[src/frame_timer_table_macros.svh]
// Assertion macros used by the frame timer table engine.
`ifndef FRAME_TIMER_TABLE_MACROS_SVH
`define FRAME_TIMER_TABLE_MACROS_SVH

// Same-cycle implication, sampled on clock, off during reset.
`define FTT_ASSERT_SAME(label, ante, cons, msg) \
   label: assert property (@(posedge clock) disable iff (reset) (ante) |-> (cons)) \
      else $error(msg);

// Next-cycle implication, sampled on clock, off during reset.
`define FTT_ASSERT_NEXT(label, ante, cons, msg) \
   label: assert property (@(posedge clock) disable iff (reset) (ante) |=> (cons)) \
      else $error(msg);

`endif

[src/ftt_pkg.sv]
// Shared constants, codes and types of the frame timer table.
`timescale 1ns / 1ps

package ftt_pkg;

   // Table size and derived widths
   localparam int NUM_SLOTS = 16;
   localparam int IDX_W     = (NUM_SLOTS > 1) ? $clog2(NUM_SLOTS) : 1;
   localparam int CNT_W     = $clog2(NUM_SLOTS + 1);

   // Field widths
   localparam int CMD_W  = 2;
   localparam int DATA_W = 32;
   localparam int KIND_W = 2;
   localparam int SLOT_W = 4;

   // Command queue between front and back
   localparam int QDEPTH = 2;
   localparam int QPTR_W = 1;
   localparam int QCNT_W = 2;

   // Command codes on the request channel
   localparam logic [CMD_W-1:0] CMD_TICK  = 2'd0;
   localparam logic [CMD_W-1:0] CMD_ADD   = 2'd1;
   localparam logic [CMD_W-1:0] CMD_CLEAR = 2'd2;

   typedef enum logic [1:0] {
      OP_TICK,
      OP_ADD,
      OP_CLEAR
   } op_type;

   typedef enum logic [KIND_W-1:0] {
      KIND_FIRED   = 2'd0,
      KIND_ADDED   = 2'd1,
      KIND_FULL    = 2'd2,
      KIND_CLEARED = 2'd3
   } kind_type;

   typedef enum logic [1:0] {
      ST_IDLE,
      ST_SCAN,
      ST_FLUSH
   } state_type;

   // One decoded command
   typedef struct packed {
      op_type              op;
      logic [DATA_W-1:0]   interval;
      logic [DATA_W-1:0]   repeat_count;
   } entry_type;

   // Valid flag plus command, used on both sides of the queue
   typedef struct packed {
      logic       valid;
      entry_type  entry;
   } queue_word_type;

endpackage

[src/ftt_channels.sv]
// Request and response channel interfaces of the frame timer table.
`timescale 1ns / 1ps

interface ftt_req_if;
   logic                          valid;
   logic                          ready;
   logic [ftt_pkg::CMD_W-1:0]     command;
   logic [ftt_pkg::DATA_W-1:0]    interval;
   logic [ftt_pkg::DATA_W-1:0]    repeat_count;

   modport source (output valid, command, interval, repeat_count, input ready);
   modport sink   (input valid, command, interval, repeat_count, output ready);
endinterface

interface ftt_rsp_if;
   logic                          valid;
   logic                          ready;
   logic [ftt_pkg::KIND_W-1:0]    kind;
   logic [ftt_pkg::SLOT_W-1:0]    slot;
   logic                          last;

   modport source (output valid, kind, slot, last, input ready);
   modport sink   (input valid, kind, slot, last, output ready);
endinterface

[src/ftt_front.sv]
// Front end: accepts request words and decodes them into queue commands.
`timescale 1ns / 1ps

module ftt_front (
   ftt_req_if.sink                   req,
   input  logic                      q_full,
   output ftt_pkg::queue_word_type   push
);

   logic             known;
   ftt_pkg::op_type  op;

   // Decode the command; the unused code is taken and dropped
   always_comb begin
      known = 1'b1;
      op    = ftt_pkg::OP_TICK;
      case (req.command)
         ftt_pkg::CMD_TICK: begin
            op = ftt_pkg::OP_TICK;
         end
         ftt_pkg::CMD_ADD: begin
            op = ftt_pkg::OP_ADD;
         end
         ftt_pkg::CMD_CLEAR: begin
            op = ftt_pkg::OP_CLEAR;
         end
         default: begin
            known = 1'b0;
         end
      endcase
   end

   assign req.ready = !q_full;

   always_comb begin
      push.valid              = req.valid && !q_full && known;
      push.entry.op           = op;
      push.entry.interval     = req.interval;
      push.entry.repeat_count = req.repeat_count;
   end

endmodule

[src/ftt_queue.sv]
// Short command queue between the front end and the timer engine.
`timescale 1ns / 1ps

module ftt_queue (
   input  logic                      clock,
   input  logic                      reset,
   input  ftt_pkg::queue_word_type   push,
   output logic                      full,
   output ftt_pkg::queue_word_type   head,
   input  logic                      pop
);

   ftt_pkg::entry_type               slots_ff [ftt_pkg::QDEPTH];
   logic [ftt_pkg::QPTR_W-1:0]       wr_ptr_ff, wr_ptr_in;
   logic [ftt_pkg::QPTR_W-1:0]       rd_ptr_ff, rd_ptr_in;
   logic [ftt_pkg::QCNT_W-1:0]       count_ff, count_in;
   logic                             do_push, do_pop;

   assign full    = (count_ff == ftt_pkg::QCNT_W'(ftt_pkg::QDEPTH));
   assign do_push = push.valid && !full;
   assign do_pop  = pop && (count_ff != '0);

   assign head.valid = (count_ff != '0);
   assign head.entry = slots_ff[rd_ptr_ff];

   // Pointer and fill count
   always_comb begin
      wr_ptr_in = do_push ? wr_ptr_ff + 1'b1 : wr_ptr_ff;
      rd_ptr_in = do_pop  ? rd_ptr_ff + 1'b1 : rd_ptr_ff;
      count_in  = count_ff;
      if (do_push && !do_pop) begin
         count_in = count_ff + 1'b1;
      end else if (do_pop && !do_push) begin
         count_in = count_ff - 1'b1;
      end
   end

   always_ff @(posedge clock) begin
      if (reset) begin
         wr_ptr_ff <= '0;
         rd_ptr_ff <= '0;
         count_ff  <= '0;
      end else begin
         wr_ptr_ff <= wr_ptr_in;
         rd_ptr_ff <= rd_ptr_in;
         count_ff  <= count_in;
      end
   end

   // Storage, no reset
   always_ff @(posedge clock) begin
      if (do_push) begin
         slots_ff[wr_ptr_ff] <= push.entry;
      end
   end

endmodule

[src/ftt_engine.sv]
// Timer engine: slot table, frame counter, slot scan and result register.
`timescale 1ns / 1ps
`include "frame_timer_table_macros.svh"

module ftt_engine (
   input  logic                      clock,
   input  logic                      reset,
   input  ftt_pkg::queue_word_type   head,
   output logic                      pop,
   ftt_rsp_if.source                 rsp
);

   typedef struct packed {
      logic [ftt_pkg::DATA_W-1:0] interval;
      logic [ftt_pkg::DATA_W-1:0] deadline;
      logic [ftt_pkg::DATA_W-1:0] remaining;
   } slot_entry_type;

   // Slot storage, one port each for read and write
   slot_entry_type                    mem [ftt_pkg::NUM_SLOTS];
   slot_entry_type                    rd_data_ff;

   ftt_pkg::state_type                state_ff, state_in;
   logic [ftt_pkg::DATA_W-1:0]        frame_ff;
   logic [ftt_pkg::NUM_SLOTS-1:0]     valid_ff, forever_ff;
   logic [ftt_pkg::CNT_W-1:0]         rd_cnt_ff;
   logic                              ev_ff;
   logic [ftt_pkg::IDX_W-1:0]         ev_idx_ff;
   logic                              pend_ff;
   logic [ftt_pkg::IDX_W-1:0]         pend_idx_ff;
   logic                              out_valid_ff;
   ftt_pkg::kind_type                 out_kind_ff;
   logic [ftt_pkg::SLOT_W-1:0]        out_slot_ff;
   logic                              out_last_ff;

   logic                              out_free;
   logic                              any_free;
   logic [ftt_pkg::IDX_W-1:0]         free_idx;
   logic                              ev_fire;
   logic                              rd_more;
   logic                              scan_stall, scan_done, scan_go;
   logic [ftt_pkg::DATA_W-1:0]        rem_dec;

   // FSM outputs
   logic                              do_tick, do_add, do_clear, pend_clr;
   logic                              out_load, out_last_in;
   ftt_pkg::kind_type                 out_kind_in;
   logic [ftt_pkg::SLOT_W-1:0]        out_slot_in;

   // Memory write port
   logic                              wr_en;
   logic [ftt_pkg::IDX_W-1:0]         wr_addr;
   slot_entry_type                    wr_data;

   assign out_free = !out_valid_ff || rsp.ready;

   // Lowest free slot
   always_comb begin
      any_free = 1'b0;
      free_idx = '0;
      for (int i = ftt_pkg::NUM_SLOTS - 1; i >= 0; i--) begin
         if (!valid_ff[i]) begin
            any_free = 1'b1;
            free_idx = ftt_pkg::IDX_W'(i);
         end
      end
   end

   // Evaluate stage of the scan
   assign ev_fire    = ev_ff && valid_ff[ev_idx_ff] && (frame_ff >= rd_data_ff.deadline);
   assign rem_dec    = rd_data_ff.remaining - 1'b1;
   assign rd_more    = (rd_cnt_ff < ftt_pkg::CNT_W'(ftt_pkg::NUM_SLOTS));
   assign scan_stall = ev_fire && pend_ff && !out_free;
   assign scan_done  = !rd_more && !ev_ff;

   // Next state
   always_comb begin
      state_in = state_ff;
      case (state_ff)
         ftt_pkg::ST_IDLE: begin
            if (head.valid && head.entry.op == ftt_pkg::OP_TICK) begin
               state_in = ftt_pkg::ST_SCAN;
            end
         end
         ftt_pkg::ST_SCAN: begin
            if (scan_done) begin
               state_in = ftt_pkg::ST_FLUSH;
            end
         end
         ftt_pkg::ST_FLUSH: begin
            if (!pend_ff || out_free) begin
               state_in = ftt_pkg::ST_IDLE;
            end
         end
         default: begin
            state_in = ftt_pkg::ST_IDLE;
         end
      endcase
   end

   // FSM outputs
   always_comb begin
      pop         = 1'b0;
      do_tick     = 1'b0;
      do_add      = 1'b0;
      do_clear    = 1'b0;
      pend_clr    = 1'b0;
      scan_go     = 1'b0;
      out_load    = 1'b0;
      out_kind_in = ftt_pkg::KIND_FIRED;
      out_slot_in = '0;
      out_last_in = 1'b0;
      case (state_ff)
         ftt_pkg::ST_IDLE: begin
            if (head.valid) begin
               case (head.entry.op)
                  ftt_pkg::OP_TICK: begin
                     pop     = 1'b1;
                     do_tick = 1'b1;
                  end
                  ftt_pkg::OP_ADD: begin
                     if (out_free) begin
                        pop         = 1'b1;
                        do_add      = any_free;
                        out_load    = 1'b1;
                        out_last_in = 1'b1;
                        if (any_free) begin
                           out_kind_in = ftt_pkg::KIND_ADDED;
                           out_slot_in = ftt_pkg::SLOT_W'(free_idx);
                        end else begin
                           out_kind_in = ftt_pkg::KIND_FULL;
                        end
                     end
                  end
                  ftt_pkg::OP_CLEAR: begin
                     if (out_free) begin
                        pop         = 1'b1;
                        do_clear    = 1'b1;
                        out_load    = 1'b1;
                        out_last_in = 1'b1;
                        out_kind_in = ftt_pkg::KIND_CLEARED;
                     end
                  end
                  default: begin
                     pop = 1'b1;
                  end
               endcase
            end
         end
         ftt_pkg::ST_SCAN: begin
            scan_go = !scan_stall && !scan_done;
            // A new firing releases the one held before it
            if (scan_go && ev_fire && pend_ff) begin
               out_load    = 1'b1;
               out_slot_in = ftt_pkg::SLOT_W'(pend_idx_ff);
            end
         end
         ftt_pkg::ST_FLUSH: begin
            if (pend_ff && out_free) begin
               out_load    = 1'b1;
               out_slot_in = ftt_pkg::SLOT_W'(pend_idx_ff);
               out_last_in = 1'b1;
               pend_clr    = 1'b1;
            end
         end
         default: begin
         end
      endcase
   end

   // Memory write selection: add or scan write-back
   always_comb begin
      wr_en   = 1'b0;
      wr_addr = ev_idx_ff;
      wr_data = rd_data_ff;
      if (do_add) begin
         wr_en             = 1'b1;
         wr_addr           = free_idx;
         wr_data.interval  = head.entry.interval;
         wr_data.deadline  = frame_ff + head.entry.interval;
         wr_data.remaining = head.entry.repeat_count;
      end else if (scan_go && ev_fire) begin
         wr_en             = 1'b1;
         wr_data.deadline  = rd_data_ff.deadline + rd_data_ff.interval;
         if (!forever_ff[ev_idx_ff]) begin
            wr_data.remaining = rem_dec;
         end
      end
   end

   always_ff @(posedge clock) begin
      if (wr_en) begin
         mem[wr_addr] <= wr_data;
      end
      if (scan_go && rd_more) begin
         rd_data_ff <= mem[rd_cnt_ff[ftt_pkg::IDX_W-1:0]];
      end
   end

   // Control state
   always_ff @(posedge clock) begin
      if (reset) begin
         state_ff     <= ftt_pkg::ST_IDLE;
         frame_ff     <= '0;
         valid_ff     <= '0;
         forever_ff   <= '0;
         rd_cnt_ff    <= '0;
         ev_ff        <= 1'b0;
         pend_ff      <= 1'b0;
         out_valid_ff <= 1'b0;
      end else begin
         state_ff <= state_in;
         if (do_tick) begin
            frame_ff  <= frame_ff + 1'b1;
            rd_cnt_ff <= '0;
            ev_ff     <= 1'b0;
         end else if (scan_go) begin
            ev_ff <= rd_more;
            if (rd_more) begin
               rd_cnt_ff <= rd_cnt_ff + 1'b1;
            end
         end
         if (do_clear) begin
            valid_ff   <= '0;
            forever_ff <= '0;
         end else if (do_add) begin
            valid_ff[free_idx]   <= 1'b1;
            forever_ff[free_idx] <= (head.entry.repeat_count == '0);
         end else if (scan_go && ev_fire && !forever_ff[ev_idx_ff] && rem_dec == '0) begin
            valid_ff[ev_idx_ff] <= 1'b0;
         end
         if (scan_go && ev_fire) begin
            pend_ff <= 1'b1;
         end else if (pend_clr) begin
            pend_ff <= 1'b0;
         end
         if (out_load) begin
            out_valid_ff <= 1'b1;
         end else if (rsp.ready) begin
            out_valid_ff <= 1'b0;
         end
      end
   end

   // Payload registers
   always_ff @(posedge clock) begin
      if (scan_go && rd_more) begin
         ev_idx_ff <= rd_cnt_ff[ftt_pkg::IDX_W-1:0];
      end
      if (scan_go && ev_fire) begin
         pend_idx_ff <= ev_idx_ff;
      end
      if (out_load) begin
         out_kind_ff <= out_kind_in;
         out_slot_ff <= out_slot_in;
         out_last_ff <= out_last_in;
      end
   end

   assign rsp.valid = out_valid_ff;
   assign rsp.kind  = out_kind_ff;
   assign rsp.slot  = out_slot_ff;
   assign rsp.last  = out_last_ff;

   // Checks
   `FTT_ASSERT_SAME(a_pop_idle, pop, state_ff == ftt_pkg::ST_IDLE, "queue popped outside idle")
   `FTT_ASSERT_SAME(a_idle_no_pend, state_ff == ftt_pkg::ST_IDLE, !pend_ff, "held firing left in idle")
   `FTT_ASSERT_SAME(a_load_free, out_load, out_free, "result register overwritten")
   `FTT_ASSERT_NEXT(a_clear_empty, do_clear, valid_ff == '0, "table not empty after clear")
   `FTT_ASSERT_SAME(a_cnt_range, 1'b1, rd_cnt_ff <= ftt_pkg::CNT_W'(ftt_pkg::NUM_SLOTS), "scan counter out of range")

endmodule

[src/frame_timer_table.sv]
// Top level of the frame timer table: front end, command queue and timer engine.
//
//   channel   dir  handshake      word
//   req_ch    in   valid/ready    command, interval, repeat_count
//   rsp_ch    out  valid/ready    kind, slot, last
//
// Add and clear are handled in the idle state of the engine; unused command words are dropped at the front.
// A tick runs through these steps: take, one read per slot, last compare,
// scan end and release of the last firing.
// A two-word command queue lets the request side take up to two words while the engine scans.
// Reset is synchronous and empties the table and the frame counter; no clearing pass.
// A stalled response holds the scan only when a second firing must be released.
`timescale 1ns / 1ps

module frame_timer_table (
   input  logic         clock,
   input  logic         reset,
   ftt_req_if.sink      req_ch,
   ftt_rsp_if.source    rsp_ch
);

   ftt_pkg::queue_word_type   push;
   ftt_pkg::queue_word_type   head;
   logic                      q_full;
   logic                      pop;

   ftt_front u_front (
      .req    (req_ch),
      .q_full (q_full),
      .push   (push)
   );

   ftt_queue u_queue (
      .clock  (clock),
      .reset  (reset),
      .push   (push),
      .full   (q_full),
      .head   (head),
      .pop    (pop)
   );

   ftt_engine u_engine (
      .clock  (clock),
      .reset  (reset),
      .head   (head),
      .pop    (pop),
      .rsp    (rsp_ch)
   );

endmodule

[src/flat_wrapper.sv]
// flat-port wrapper written by rule: the top's interface ports become plain ports
module frame_timer_table_flat 
  (clock, reset, req_ch_valid, req_ch_command, req_ch_interval, req_ch_repeat_count, req_ch_ready, rsp_ch_valid, rsp_ch_kind, rsp_ch_slot, rsp_ch_last, rsp_ch_ready);
  ftt_req_if req_ch_i ();
  ftt_rsp_if rsp_ch_i ();
  input  logic clock;
  input  logic reset;
  input wire logic [$bits(req_ch_i.valid)-1:0] req_ch_valid;
  input wire logic [$bits(req_ch_i.command)-1:0] req_ch_command;
  input wire logic [$bits(req_ch_i.interval)-1:0] req_ch_interval;
  input wire logic [$bits(req_ch_i.repeat_count)-1:0] req_ch_repeat_count;
  output wire logic [$bits(req_ch_i.ready)-1:0] req_ch_ready;
  output wire logic [$bits(rsp_ch_i.valid)-1:0] rsp_ch_valid;
  output wire logic [$bits(rsp_ch_i.kind)-1:0] rsp_ch_kind;
  output wire logic [$bits(rsp_ch_i.slot)-1:0] rsp_ch_slot;
  output wire logic [$bits(rsp_ch_i.last)-1:0] rsp_ch_last;
  input wire logic [$bits(rsp_ch_i.ready)-1:0] rsp_ch_ready;
  assign req_ch_i.valid = req_ch_valid;
  assign req_ch_i.command = req_ch_command;
  assign req_ch_i.interval = req_ch_interval;
  assign req_ch_i.repeat_count = req_ch_repeat_count;
  assign req_ch_ready = req_ch_i.ready;
  assign rsp_ch_valid = rsp_ch_i.valid;
  assign rsp_ch_kind = rsp_ch_i.kind;
  assign rsp_ch_slot = rsp_ch_i.slot;
  assign rsp_ch_last = rsp_ch_i.last;
  assign rsp_ch_i.ready = rsp_ch_ready;
  frame_timer_table u_core (.clock(clock), .reset(reset), .req_ch(req_ch_i), .rsp_ch(rsp_ch_i));
endmodule
[config.mk]
export PLATFORM = sky130hd
export DESIGN_NAME = frame_timer_table_flat
export DESIGN_NICKNAME = d
export VERILOG_FILES = /design/src/ftt_pkg.sv /design/src/ftt_channels.sv /design/src/ftt_front.sv /design/src/ftt_queue.sv /design/src/ftt_engine.sv /design/src/frame_timer_table.sv /design/src/flat_wrapper.sv
export VERILOG_INCLUDE_DIRS = /design/src /design/src/src
export SDC_FILE = /design/constraint.sdc
export NUM_CORES = 2
export LEC_CHECK = 0
export ABC_AREA = 1
export CAP_MARGIN = 25
export CORE_MARGIN = 2
export CORE_UTILIZATION = 35
export DETAILED_ROUTE_END_ITERATION = 16
export DONT_BUFFER_PORTS = 1
export PLACE_DENSITY_LB_ADDON = 0.12
export SETUP_SLACK_MARGIN = 0.02
export SLEW_MARGIN = 40
export SYNTH_ARGS = -nofsm -noshare
export SYNTH_HDL_FRONTEND = slang
export SYNTH_SLANG_ARGS = --single-unit
[constraint.sdc]
create_clock -name clock -period 18 [get_ports clock]
set_clock_uncertainty 0.1 [all_clocks]
set_input_delay 0.9 -clock clock [delete_from_list [all_inputs] [get_ports clock]]
set_output_delay 0.9 -clock clock [all_outputs]
set_load 0.03 [all_outputs]
==> impl_metrics.env <==
export IMPL_synth_nets=6536
export IMPL_cpMaxStageDelayCell="buf_4"
export IMPL_ir_worst_vdd_mv=0.0853
export IMPL_seq_area_frac_synth_pct=70.1
export IMPL_path_common_cell="buf_4"
export IMPL_cts_htree_levels=4
export IMPL_rrSetupSlack_ns=11.50
export IMPL_total_power_mw=11.7
export IMPL_drv_slew=0
export IMPL_syn_avg_cell_area_sq_um=12.3
export IMPL_hold_depth=0
export IMPL_path_clk_slew_ns=0.06
export IMPL_first_global_vias=49519
export IMPL_fp_dieArea_sq_um=228000
export IMPL_worstSetupEndpointType="register"
export IMPL_rows=173
export IMPL_whs_ns=0.0651
export IMPL_grt_util_all_layers_pct=20.0
export IMPL_grt_max_degree=196
export IMPL_cap_viol_max_count=0
export IMPL_min_from="req_ch_interval[27]"
export IMPL_die_w_microns=478
export IMPL_cts_buffers_inserted=200
export IMPL_die_h_microns=478
export IMPL_reg2reg_to="u_core.u_engine.mem[14][30]"
export IMPL_core_area_sq_um=223000
export IMPL_internal_power_mw=8.18
export IMPL_tns_ns=0
export IMPL_cts_root_buf="clkbuf_16"
export IMPL_fin_crit_ns=6.50
export IMPL_routed_via_density=5.35
export IMPL_critPathRequiredTime_ns=18.34
export IMPL_cp_slowest_stage_delay_ns=0.69
export IMPL_dp_hpwl_microns=138000
export IMPL_cts_repair_timing_setup_buffer_count=0
export IMPL_sw_frac_of_total_pct=30.2
export IMPL_antenna_found_initial=15
export IMPL_area_growth_pct=14.1
export IMPL_fmax_mhz=154
export IMPL_ios=79
export IMPL_yosys_warnings=0
export IMPL_tritoncts="yes"
export IMPL_syn_inst=6362
export IMPL_cts_resized=0
export IMPL_crit_fanout=66
export IMPL_netSwitchingPower_mw=3.54
export IMPL_relSlewSlack_pct=40.5
export IMPL_min_to="u_core.u_queue.slots_ff[1][59]"
export IMPL_cts_sinks=1858
export IMPL_synth_area_sq_um=78500
export IMPL_fin_nets=6575
export IMPL_fill_cells=21190
export IMPL_crit_arrival_ns=6.85
export IMPL_reg2regPathDepth=16
export IMPL_num_vias=51098
export IMPL_ys_seq_elements=1858
export IMPL_grt_ovfl_total=0
export IMPL_initial_utilization_pct=35.3
export IMPL_drc=0
export IMPL_detail_route_wl_per_cell_microns=24.4
export IMPL_power_density_nw_per_um2=131
export IMPL_drt_iter0_markers=4514
export IMPL_p_leak_nw=29.4
export IMPL_drt_total_wl_microns=233000
export IMPL_finalSetupViolCount=0
export IMPL_rsz0062_at_grt="false"
export IMPL_final_hold_viol_count=0
export IMPL_p_clk_share_pct=34.3
export IMPL_pwr_share_seq_pct=46.8
export IMPL_worstSkewPairLatency_ns=0.84
export IMPL_synth_cell_types=52
export IMPL_worstSetupPathType="reg2reg"
export IMPL_drive_above_1_share_pct=7.80
export IMPL_portBuffers=0
export IMPL_period_share_pct=36.1
export IMPL_gp_congestion=0.868
export IMPL_max_slew_worst_pin_slew_ns=0.893
export IMPL_ctsHoldBuffers=60
export IMPL_drtPass1Iterations=6
export IMPL_crit_chain="buf_6, o21ai_0, inv_1, ha_1, inv_1, nor2_1, nand2_1, nor2_4, buf_4, nand2_1, o21ai_0, nand3_1, nor2_4, buf_4, buf_6, buf_4"
export IMPL_setup_worst_path_start_class="register"
export IMPL_status="finished clean"
export IMPL_p_comb_share_pct=18.9
export IMPL_grt_first_pass_wirelength_microns=341000
export IMPL_holdCritPathClass="in2reg"
export IMPL_final_antenna_net_count=0
export IMPL_clock_path_buffers=3
## logic make-up (layout without fill, tap and decap cells)
kind of cell	after synthesis	in the layout	share of synthesized area [%]
muxes	197	197	2.57
AOI/OAI and AO/OA	1224	1224	10.1
other	0	3	0
xor gates and xnor gates	70	70	0.781
buffers and inverters	645	858	3.20
adders and majority gates	104	104	1.68
DFF	1858	1858	70.1
and+or+nand+nor	2264	2264	11.6
## state kept, by name (all words and copies together) (netlist names), 2 cells and up, named ones only
| register | count |
|---|---|
| u_core.u_engine.frame_ff | 32 |
| u_core.u_engine.valid_ff | 16 |
| u_core.u_queue.count_ff | 2 |
| u_core.u_queue.slots_ff | 132 |
| u_core.u_engine.pend_idx_ff | 4 |
| u_core.u_engine.rd_data_ff | 96 |
| u_core.u_engine.rd_cnt_ff | 5 |
| u_core.u_engine.state_ff | 2 |
| u_core.u_engine.ev_idx_ff | 4 |
| u_core.u_engine.mem | 1536 |
| u_core.u_engine.rsp.kind | 2 |
| u_core.u_engine.rsp.slot | 4 |
| u_core.u_engine.forever_ff | 16 |
## how the worst max path moves through the flow
stage / to / slack, ns
floorplan: u_core.u_engine.mem[10][0] / 10.76
global placement: u_core.u_engine.mem[10][30] / 10.83
detailed placement: u_core.u_engine.mem[14][43] / 11.15
CTS: u_core.u_engine.mem[14][48] / 11.12
global route: u_core.u_engine.mem[14][30] / 11.03
finish: u_core.u_engine.mem[14][30] / 11.50
## area by class of cell
| class | count | area, sq um | area share [%] |
|---|---|---|---|
| Timing Repair Buffer | 183 | 2060 | 2.30 |
| Tap cell | 2975 | 3720 | 4.16 |
| Antenna cell | 3 | 7.51 | 0.00838 |
| Clock inverter | 128 | 1120 | 1.25 |
| Inverter | 299 | 1150 | 1.28 |
| Sequential cell | 1858 | 55000 | 61.4 |
| Clock buffer | 248 | 5250 | 5.86 |
| Multi-Input combinational cell | 3859 | 21300 | 23.7 |
## placed cells by master (no fill, tap or decap), types with 9 or more instances in the layout
master and count:
a21o_1 13, a21oi_1 163, buf_12 18, buf_16 12
buf_4 76, buf_6 15, bufinv_16 14, clkbuf_1 45
clkbuf_16 203, clkinv_1 49, clkinv_2 39, clkinvlp_4 9
dfxtp_1 75, dlygate4sd3_1 59, edfxtp_1 1779, ha_1 102
inv_1 290, mux2_2 39, mux2i_1 158, nand2_1 785
nand3_1 267, nand4_1 37, nor2_1 1085, nor2_4 26
nor3_1 26, nor4_1 17, o211ai_1 52, o21a_1 9
o21ai_0 536, o21bai_1 9, o221ai_1 171, o22ai_1 9
o32ai_1 226, xnor2_1 21, xor2_1 49
## synthesized netlist by cell type (all sizes together)
master  count  area (sq um)
a211oi      3          22.5
a21boi      4          33.8
a21o       13          97.6
a21oi     163           816
a221oi      1          8.76
a31o        1          8.76
a31oi       8          50.1
and3        1          6.26
buf        74           370
clkbuf    272          1020
clkinv      1          3.75
dfxtp      79          1580
edfxtp   1779         53400
fa          2          40.0
ha        102          1280
inv       298          1120
mux2       39           439
mux2i     158          1580
nand2     787          2960
nand3     268          1340
nand3b      1          7.51
nand4      38           253
nor2     1117          4250
nor3       30           176
nor3b       3          22.5
nor4       18           113
o211a       1          10.0
o211ai     52           390
o21a        9          67.6
o21ai     546          2730
o21bai      9          67.6
o221a       1          11.3
o221ai    174          1520
o22ai      10          62.6
o311ai      1          8.76
o31ai       2          15.0
o32ai     226          1980
or2         1          6.26
xnor2      21           184
xor2       49           429
## worst max-delay path, delay by kind of cell, from the launching register on
family,cells,cell delay [ns]
compound gates,2,0.67
flops,1,0.58
fa+ha+maj,1,0.15
simple gates,6,1.66
buf+inv,7,2.77
## per-stage QoR
stage / area [sq um] / utilization, % / setup WS, ns / instances
5_1_grt: 89600 / 40.3 / 11.03 / 9551
6_report: 89600 / 40.3 / 11.50 / 9553
3_5_place_dp: 82400 / 37.0 / 11.15 / 9107
4_1_cts: 89400 / 40.2 / 11.12 / 9543
2_1_floorplan: 78500 / - / 10.76 / 6362
3_3_place_gp: 81900 / 36.8 / 10.83 / 9091
## power groups by stage
| stage | Sequential [mW] | Combinational (mW) | Clock [mW] |
|---|---|---|---|
| CTS | 5.48 | 2.22 | 4.11 |
| detailed placement | 5.57 | 2.20 | 0 |
| global placement | 5.57 | 2.17 | 0 |
| floorplan | 5.52 | 1.33 | 0 |
| finish | 5.48 | 2.22 | 4.02 |
| global route | 5.49 | 2.42 | 4.28 |
## routing by layer
metal	GRT usage [%]	share of wire, %
met3	2.78	5.0
met2	31.8	46
met1	29.0	47
met4	4.45	1.9
met5	0	0
Note: power is estimated with default switching activity, not from simulation.
